===== config.mk =====
export PLATFORM = sky130hd
export DESIGN_NAME = lpm_cell
export DESIGN_NICKNAME = d
export VERILOG_FILES = /design/src/rtl/lpm_pkg.sv /design/src/rtl/lpm_cell.sv
export SDC_FILE = /design/constraint.sdc
export NUM_CORES = 1
export LEC_CHECK = 0
export BUFFER_PORTS_ARGS = -buffer_cell sky130_fd_sc_hd__buf_2
export CORE_UTILIZATION = 45
export CTS_CLUSTER_SIZE = 24
export DETAILED_ROUTE_END_ITERATION = 16
export PLACE_DENSITY = 0.77
export SLEW_MARGIN = 20
export SYNTH_ARGS = -nofsm -noshare
export SYNTH_HDL_FRONTEND = slang
export SYNTH_SLANG_ARGS = --single-unit

===== constraint.sdc =====
create_clock -name clk_i -period 2.97 [get_ports clk_i]
set_clock_uncertainty 0.15 [all_clocks]
set_input_delay 0.1485 -clock clk_i [delete_from_list [all_inputs] [get_ports clk_i]]
set_output_delay 0.1485 -clock clk_i [all_outputs]
set_load 0.01 [all_outputs]

===== src/rtl/lpm_pkg.sv =====
// ----------------------------------------------------------------------------
// lpm_pkg
// Shared types and constants of the longest prefix route lookup unit.
// ----------------------------------------------------------------------------
package lpm_pkg;

  // fixed field widths
  localparam int unsigned IndexW = 4;
  localparam int unsigned AddrW  = 32;
  localparam int unsigned PortW  = 2;

  // default table depth
  localparam int unsigned LPM_TABLE_ENTRIES = 16;

  // request action codes
  localparam logic ACT_WRITE  = 1'b0;
  localparam logic ACT_LOOKUP = 1'b1;

  // one request as it travels along the chain
  typedef struct packed {
    logic              action;
    logic [IndexW-1:0] entry_index;
    logic              entry_enable;
    logic [AddrW-1:0]  prefix_in;
    logic [AddrW-1:0]  mask_in;
    logic [AddrW-1:0]  gateway_in;
    logic [PortW-1:0]  port_in;
    logic [AddrW-1:0]  lookup_addr;
  } req_t;

  // best match found so far
  typedef struct packed {
    logic              hit;
    logic [IndexW-1:0] match_index;
    logic [AddrW-1:0]  best_mask;
    logic [AddrW-1:0]  next_hop;
    logic [PortW-1:0]  out_port;
  } acc_t;

  localparam acc_t ACC_NONE = '{
    hit:         1'b0,
    match_index: '0,
    best_mask:   '0,
    next_hop:    '0,
    out_port:    '0
  };

endpackage


===== src/rtl/lpm_cell.sv =====
// ----------------------------------------------------------------------------
// lpm_cell
// One routing table slot. Captures a write aimed at its slot, and updates
// the running best match of a passing lookup, then hands both on.
// ----------------------------------------------------------------------------
module lpm_cell #(
  parameter int unsigned CELL_INDEX = 0
) (
  input  logic          clk_i,
  input  logic          rst_ni,
  input  logic          adv_i,
  input  logic          in_valid_i,
  input  lpm_pkg::req_t in_req_i,
  input  lpm_pkg::acc_t in_acc_i,
  output logic          out_valid_o,
  output lpm_pkg::req_t out_req_o,
  output lpm_pkg::acc_t out_acc_o
);
  import lpm_pkg::*;

  localparam logic [AddrW-1:0]  CellId  = AddrW'(CELL_INDEX);
  localparam logic [IndexW-1:0] CellTag = CellId[IndexW-1:0];

  logic              valid_q;
  logic [AddrW-1:0]  prefix_q;
  logic [AddrW-1:0]  mask_q;
  logic [AddrW-1:0]  gateway_q;
  logic [PortW-1:0]  port_q;
  logic              out_valid_q;
  req_t              out_req_q;
  acc_t              out_acc_q;
  acc_t              acc_d;
  logic              wr_hit;
  logic              match;
  logic              take;

  // write aimed at this slot
  assign wr_hit = adv_i && in_valid_i && (in_req_i.action == ACT_WRITE) &&
                  ({{(AddrW-IndexW){1'b0}}, in_req_i.entry_index} == CellId);

  // lookup against the stored entry, later slot wins a tie
  assign match = in_valid_i && (in_req_i.action == ACT_LOOKUP) && valid_q &&
                 ((in_req_i.lookup_addr & mask_q) == prefix_q);
  assign take  = match && (!in_acc_i.hit || (mask_q >= in_acc_i.best_mask));

  always_comb begin
    acc_d = in_acc_i;
    if (take) begin
      acc_d.hit         = 1'b1;
      acc_d.match_index = CellTag;
      acc_d.best_mask   = mask_q;
      acc_d.next_hop    = gateway_q;
      acc_d.out_port    = port_q;
    end
  end

  // control state
  always_ff @(posedge clk_i or negedge rst_ni) begin
    if (!rst_ni) begin
      valid_q     <= 1'b0;
      out_valid_q <= 1'b0;
    end else begin
      if (adv_i) begin
        out_valid_q <= in_valid_i;
      end
      if (wr_hit) begin
        valid_q <= in_req_i.entry_enable;
      end
    end
  end

  // entry fields and stage payload
  always_ff @(posedge clk_i) begin
    if (wr_hit) begin
      prefix_q  <= in_req_i.prefix_in;
      mask_q    <= in_req_i.mask_in;
      gateway_q <= in_req_i.gateway_in;
      port_q    <= in_req_i.port_in;
    end
    if (adv_i) begin
      out_req_q <= in_req_i;
      out_acc_q <= acc_d;
    end
  end

  assign out_valid_o = out_valid_q;
  assign out_req_o   = out_req_q;
  assign out_acc_o   = out_acc_q;

`ifndef SYNTH
  // a miss carries all-zero result fields
  a_miss_zero: assert property (@(posedge clk_i) disable iff (!rst_ni)
    out_valid_q && !out_acc_q.hit |->
      (out_acc_q.match_index == '0) && (out_acc_q.next_hop == '0) &&
      (out_acc_q.out_port == '0))
    else $error("miss with nonzero result fields");

  // write requests never report a hit
  a_write_no_hit: assert property (@(posedge clk_i) disable iff (!rst_ni)
    out_valid_q && (out_req_q.action == ACT_WRITE) |-> !out_acc_q.hit)
    else $error("write request reported a hit");

  // a stalled stage keeps its occupancy
  a_stall_hold: assert property (@(posedge clk_i) disable iff (!rst_ni)
    !adv_i |=> out_valid_q == $past(out_valid_q))
    else $error("stage moved while stalled");

  // a write to this slot loads its valid bit from the entry enable
  a_write_valid: assert property (@(posedge clk_i) disable iff (!rst_ni)
    wr_hit |=> valid_q == $past(in_req_i.entry_enable))
    else $error("slot valid bit not updated by write");
`endif

endmodule


==> run metrics, run 1 <==
Sink Count 307; adder-cell area share of the yosys netlist 3.42%; Reg2Reg Setup Slack 0.09 ns; post-layout net count 1519; Hold Fails Final Rpt 0; GP Congestion 0.783; Reg2Reg Launch Point mask_q[0]; Syn Inst Count 583; clk root buf clkbuf_16; first-pass GRT wire length 48.9 mm; crit-path cells inv_1 > ha_1 > nand2b_4 > a2111oi_4 > o31ai_2 > a41o_1 > o311ai_4 > buf_4 > buf_12 > mux2_4; CP arrival 2.97 ns; Synth Area in Compound Gates 3.14%; area grow syn2layout 52.0%; met2 wire len 17.6 mm; XOR/XNOR Fraction of Synth Area 1.05%; placed insts 1351; Clock Latency Late Sink 0.50 ns; layout cells sized above 1 44.9%; clock network power share 39.5%; crit path capture type register; non-filler cells, final 1631; type of the worst min-delay path primary input to register; clock slew at reported path FFs 0.06 ns; YS warnings 0; Final Power 10200 µW; CTS Buffer Depth 3; Int Power 7920 µW; post-synthesis mux area share 8.66%; Switching Share 22.0%; outcome complete, no violations; post-synth top area share 78.3%; Fmax 0.347 GHz; Mapped Nets 826; Worst EP required 3.06 ns; Final period util 97.0%; Setup crit start kind register; largest family of logic cells by synthesized area multiplexers; post-synthesis sequential area ratio 78.7%; initial DRC count 523; area leader, netlist edfxtp_1; Vias/cell 4.90; drt pass-1 iters 5; critical path launch point mask_q[0]; Max-slew headroom 42.3%; hold_sp in_req_i[1]; register bit total from synthesis 307; worst slack, placed -0.269 ns; unrepaired setup endpoints after global routing false; crit-path leading delay family compound AO/OA/AOI/OAI gates; combinational share of power 10.2%; max_cap viols 0; final wirelength 34.1 mm; total CTS buffers 34; Least-Margin Pin Slew 0.866 ns; final-report setup violation count 0; half-perimeter wire length after placement 21.8 mm; worst setup path category register to register; DRC Markers 0; Final Max Tran Viols 0; chip height 163 µm; Critical Path Max Stage Delay 0.41 ns; Top Layer Used met4; dominant synthesized flop cell edfxtp_1; post-synthesis cell type count 46; Chip Width 163 µm; P_leak 0.00762 µW; Tmin final 2.88 ns; Via Count 7993; CTS HTree Levels 2; Ports 419; Synth Cell Area 11700 µm²; Final ANT Viol Nets 0; switching pwr 2240 µW; gr usage total 25.1%; maximum number of pins on one net before global-route repair 126; simple-gate share of the synthesized area 3.34%; Core Area 25300 µm²; Post-synth EDFFs 305; port buffer count 418; Final WS setup 0.0881 ns; Die Area 26700 µm²; most frequent cells in the layout 417 x buf_2, 305 x edfxtp_1, 211 x dlygate4sd3_1, 66 x mux2_4, 35 x clkbuf_16; Cell Pwr Density 571 nW/µm²; part of the power in registers 50.3%; M1 WL 12.7 mm; clock tree from TritonCTS done; DR WL met3 2.57 mm; Post-Syn Area per Cell 20.1 µm²; number of global-route vias before repair 8462; CP bufs+invs 3; initial antenna violation count 1; per-cell routed wire length 20.9 µm; worst ir drop on vdd 0.473 mV; Async S/R FF share, synth 0.651%; GRT overflow 0; slowest CP cell edfxtp_1; synth top area cells edfxtp_1 78%, mux2_4 8.5%, ha_1 3.4%; CP Max Fanout 8; initial core utilization 46.2%; row count 58; commonest non-fill, non-tap cell in the layout buf_2
## power by group through the flow
stage / registers [µW] / logic, µW / clock network (µW)
finish: 5110 / 1040 / 4010
global route: 5130 / 1100 / 4250
CTS: 5100 / 1020 / 4060
detailed placement: 5190 / 787 / 0
global placement: 5190 / 773 / 0
floorplan: 5320 / 135 / 0
## synthesized netlist by cell type, types with 2 or more instances
cell type and n:
mux2_4 66, a22oi_1 2, inv_1 32, xnor2_1 2
nor2_1 3, o22ai_1 2, dfrtp_1 2, xor2_1 12
a21o_1 3, and3b_1 3, a211oi_1 2, nand2_1 30
ha_1 32, and3_1 4, nor4_1 3, nand2b_1 2
and4_1 2, and2_1 4, mux2_2 2, o21a_1 2
nand4_1 7, buf_6 7, a21oi_1 18, o2bb2ai_1 3
nand3_1 5, a21boi_0 4, o22a_1 2, o21ai_0 5
edfxtp_1 305
## metrics by stage
stage / area, µm² / utilization, % / hold slack [ns] / TNS [ns]
3_3_place_gp: 14400 / 56.9 / -0.216 / -7.91
3_5_place_dp: 14400 / 56.9 / -0.215 / -11.13
2_1_floorplan: 11700 / - / -0.297 / -108.75
6_report: 17800 / 70.2 / 0.230 / 0
4_1_cts: 17800 / 70.2 / 0.211 / 0
5_1_grt: 17800 / 70.2 / 0.219 / 0
## registers in the layout, indices dropped and copies added (netlist names)
register     flops
gateway_q       32
mask_q          32
prefix_q        32
port_q           2
out_valid_o      1
valid_q          1
out_req_o      136
out_acc_o       71
## logic make-up (layout without fill, tap and decap cells)
| group | count (synthesis) | after routing |
|---|---|---|
| AOI/OAI and AO/OA | 52 | 52 |
| xor gates and xnor gates | 14 | 14 |
| adders and majority gates | 32 | 32 |
| buffers and inverters | 39 | 756 |
| DFF | 307 | 307 |
| muxes | 68 | 68 |
| other | 0 | 1 |
| and+or+nand+nor | 71 | 71 |
## area by class of cell
cell class,instances,area (µm²)
diodes,1,2.50
clock buffers,44,910
clock inverters,16,146
fillers,1597,7540
inverters,32,120
multi-input cells,237,2370
flip-flops and latches,307,9210
well taps,330,413
repair buffers,664,4620
## per-layer routing
metal | GRT usage (%) | vias up
met1 | 28.9 | 3864
met5 | 0 | -
met2 | 44.7 | 377
li1 | - | 3673
met3 | 6.35 | 79
met4 | 9.47 | 0
## what timing repair did
action                                  CTS  global route
setup buffers                             6             1
endpoints found under the setup margin   70            48
resized for setup                        19             4
pin swaps                                 7             4
gates cloned                              3             0
hold buffers                            211             0
endpoints found under the hold margin   327             0
## worst paths after layout
path | to | depth (start not counted)
max | out_acc_o[19] | 10
min | out_req_o[1] | 2
max reg2reg | out_acc_o[19] | 10
min reg2reg | valid_q | 1
max in group asynchronous | valid_q | 3
min in group asynchronous | out_valid_o | 3
Power figures use the tool's default switching activity.
==> run 2, diff against run 1 <==
--- a/config.mk
+++ b/config.mk
@@ -5,6 +5,7 @@
 export SDC_FILE = /design/constraint.sdc
 export NUM_CORES = 1
 export LEC_CHECK = 0
+export ABC_AREA = 1
 export BUFFER_PORTS_ARGS = -buffer_cell sky130_fd_sc_hd__buf_2
 export CORE_UTILIZATION = 45
 export CTS_CLUSTER_SIZE = 24
==> run 2 against run 1 <==
Area after synthesis grew 0.40%. Via count grew 15%. Combinational power is essentially flat. Cell area shrank 2.0%. First-iteration DRC count grew 53%. Routed wire length grew 8.5%. Total power shrank 2.2%. Largest cell class unchanged. Highest routed layer unchanged.
==> run metrics, run 2 <==
clock slew at reported path FFs 0.06 ns (about the same); final-report setup violation count 0 (unchanged); post-synthesis sequential area ratio 78.4% (-0.31 points); Critical Path Max Stage Delay 0.50 ns (+0.09 ns); worst ir drop on vdd 0.545 mV (+15%); Synth Cell Area 11700 µm² (+0.40%); crit-path cells ha_1 > a21oi_1 > o21ai_0 > a21oi_1 > nand2_1 > nand2_1 > nand2_2 > buf_4 > nand3_1 > nand2_1; row count 58 (unchanged); Setup Fix Bufs, Post-CTS 0 (-6); post-synth top area share 78.0% (-0.31 points); post-synthesis cell type count 25 (-46%); post-layout net count 1730 (+14%); Final Max Tran Viols 0 (unchanged); P_leak 0.00764 µW (+0.19%); half-perimeter wire length after placement 23.4 mm (+7.2%); chip height 164 µm (+0.20%); Hold Fails Final Rpt 0 (unchanged); Least-Margin Pin Slew 1.06 ns (+0.189 ns); cts repair resizes 0 (-19); CP arrival 2.83 ns (-0.14 ns); CP Max Fanout 44 (+36); crit path capture type register; max_cap viols 0 (unchanged); fillers 1748 (+9.5%); Top Layer Used met4; total CTS buffers 31 (-8.8%); cts-stage hold buffer count 213 (+0.95%); GRT overflow 0 (unchanged); final wirelength 37.0 mm (+8.5%); Final Power 9940 µW (-2.2%); Final period util 86.7% (-10 points); clk root buf clkbuf_16; Clock Latency Late Sink 0.56 ns (+0.06 ns); Core Area 25400 µm² (+0.29%); area leader, netlist edfxtp_1; most frequent cells in the layout 417 x buf_2, 305 x edfxtp_1, 247 x nand2_1, 213 x dlygate4sd3_1, 81 x nand3_1; register bit total from synthesis 307 (unchanged); CTS Buffer Depth 3 (unchanged); Post-synth EDFFs 305 (unchanged); Mapped Nets 1077 (+30%); met2 wire len 19.1 mm (+8.5%); FF-to-FF path depth 10 (unchanged); Async S/R FF share, synth 0.651% (unchanged); crit-path leading delay family simple AND/OR/NAND/NOR gates; first-pass GRT wire length 53.3 mm (+9.0%); Vias/cell 4.96 (+1.2%); Sink Count 307 (unchanged); most frequent cell after synthesis edfxtp_1; type of the worst min-delay path primary input to register; GP Congestion 0.884 (+13%); drt pass-1 iters 5 (unchanged); M1 WL 13.5 mm (+6.2%); Max-slew headroom 29.7% (-13 points); number of global-route vias before repair 9533 (+13%); CTS HTree Levels 1 (-1); commonest non-fill, non-tap cell in the layout buf_2; per-cell routed wire length 20.0 µm (-4.1%); worst setup path category register to register; slowest CP cell edfxtp_1; CP bufs+invs 1 (-2); unrepaired setup endpoints after global routing false; initial antenna violation count 4 (+3); Final ANT Viol Nets 0 (unchanged); final core utilization 68.7% (-1.6 points); Fmax 0.388 GHz (+12%); hold-critical path depth 2 (unchanged); port buffer count 418 (unchanged); dominant synthesized flop cell edfxtp_1; Post-Syn Area per Cell 14.1 µm² (-30%); Worst EP required 3.22 ns (+0.16 ns); most frequent CP cell nand2_1; area grow syn2layout 48.4%; initial core utilization 46.3% (+0.050 points); CP Depth 10 (unchanged); gr usage total 27.0% (+1.8 points); DRC Markers 0 (unchanged); outcome complete, no violations; Tmin final 2.58 ns (-0.306 ns); YS warnings 0 (unchanged); Chip Width 164 µm (+0.20%); layout cells sized above 1 31.6% (-13 points); clock tree from TritonCTS done; maximum number of pins on one net before global-route repair 108 (-14%); DR WL met3 2.87 mm (+11%); setup_tns 0 ns (unchanged); Via Count 9159 (+15%); synth top area cells edfxtp_1 78%, nand2_1 8.0%, nand3_1 3.5%; Syn Inst Count 834 (+43%); Setup crit start kind register; Ports 419 (unchanged); Cell Pwr Density 570 nW/µm² (-0.21%); max FFs per register 136 (unchanged); Die Area 26800 µm² (+0.39%); synth cell count leaders 305 x edfxtp_1, 249 x nand2_1, 81 x nand3_1, 63 x inv_1, 32 x ha_1; initial DRC count 798 (+53%)
-- run 2: final timing paths --
path	start	end	slack, ns
worst min-delay path	in_req_i[92]	mask_q[26]	0.16
min in group asynchronous	rst_ni	out_valid_o	0.31
worst min register to register	gateway_q[2]	out_acc_o[4]	0.39
max in group asynchronous	rst_ni	valid_q	2.20
worst max register to register	mask_q[13]	out_acc_o[20]	0.39
worst max-delay path	mask_q[13]	out_acc_o[20]	0.39
-- run 2: power by group --
group	internal, µW	leakage [µW]	total [µW]	switching, µW
Clock	2170	0.000485	3780	1610
Combinational	496	0.00422	1050	550
Sequential	5040	0.00293	5110	77.3
Total	7700	0.00764	9940	2240
-- run 2: cells by family after synthesis --
| family | after synthesis | synth area share, % |
|---|---|---|
| compound gates | 29 | 1.30 |
| flops | 307 | 78.4 |
| buf+inv | 84 | 3.15 |
| simple gates | 374 | 13.2 |
| fa+ha+maj | 32 | 3.41 |
| xor+xnor | 8 | 0.596 |
-- run 2: layout make-up --
type | instances | area, µm² | share of cell area, %
repair buffers | 641 | 4400 | 25.2
diodes | 4 | 10.0 | 0.0574
flip-flops and latches | 307 | 9210 | 52.8
clock inverters | 22 | 185 | 1.06
inverters | 63 | 236 | 1.36
clock buffers | 36 | 795 | 4.56
multi-input cells | 443 | 2190 | 12.6
well taps | 330 | 413 | 2.37
-- run 2: per-layer routing --
metal | vias to the layer above | GRT usage (%)
met2 | 500 | 48.5
met3 | 99 | 5.66
li1 | 4249 | -
met5 | - | 0
met4 | 0 | 10.9
met1 | 4311 | 31.2
-- run 2: metrics by stage --
stage,hold WS (ns),std cells,cell area [µm²],setup WS (ns)
floorplan,-0.297,834,11800,-0.659
global placement,-0.199,1571,14300,0.348
detailed placement,-0.197,1571,14300,0.358
CTS,0.139,1842,17400,0.360
global route,0.161,1846,17400,0.117
finish,0.165,1846,17400,0.394
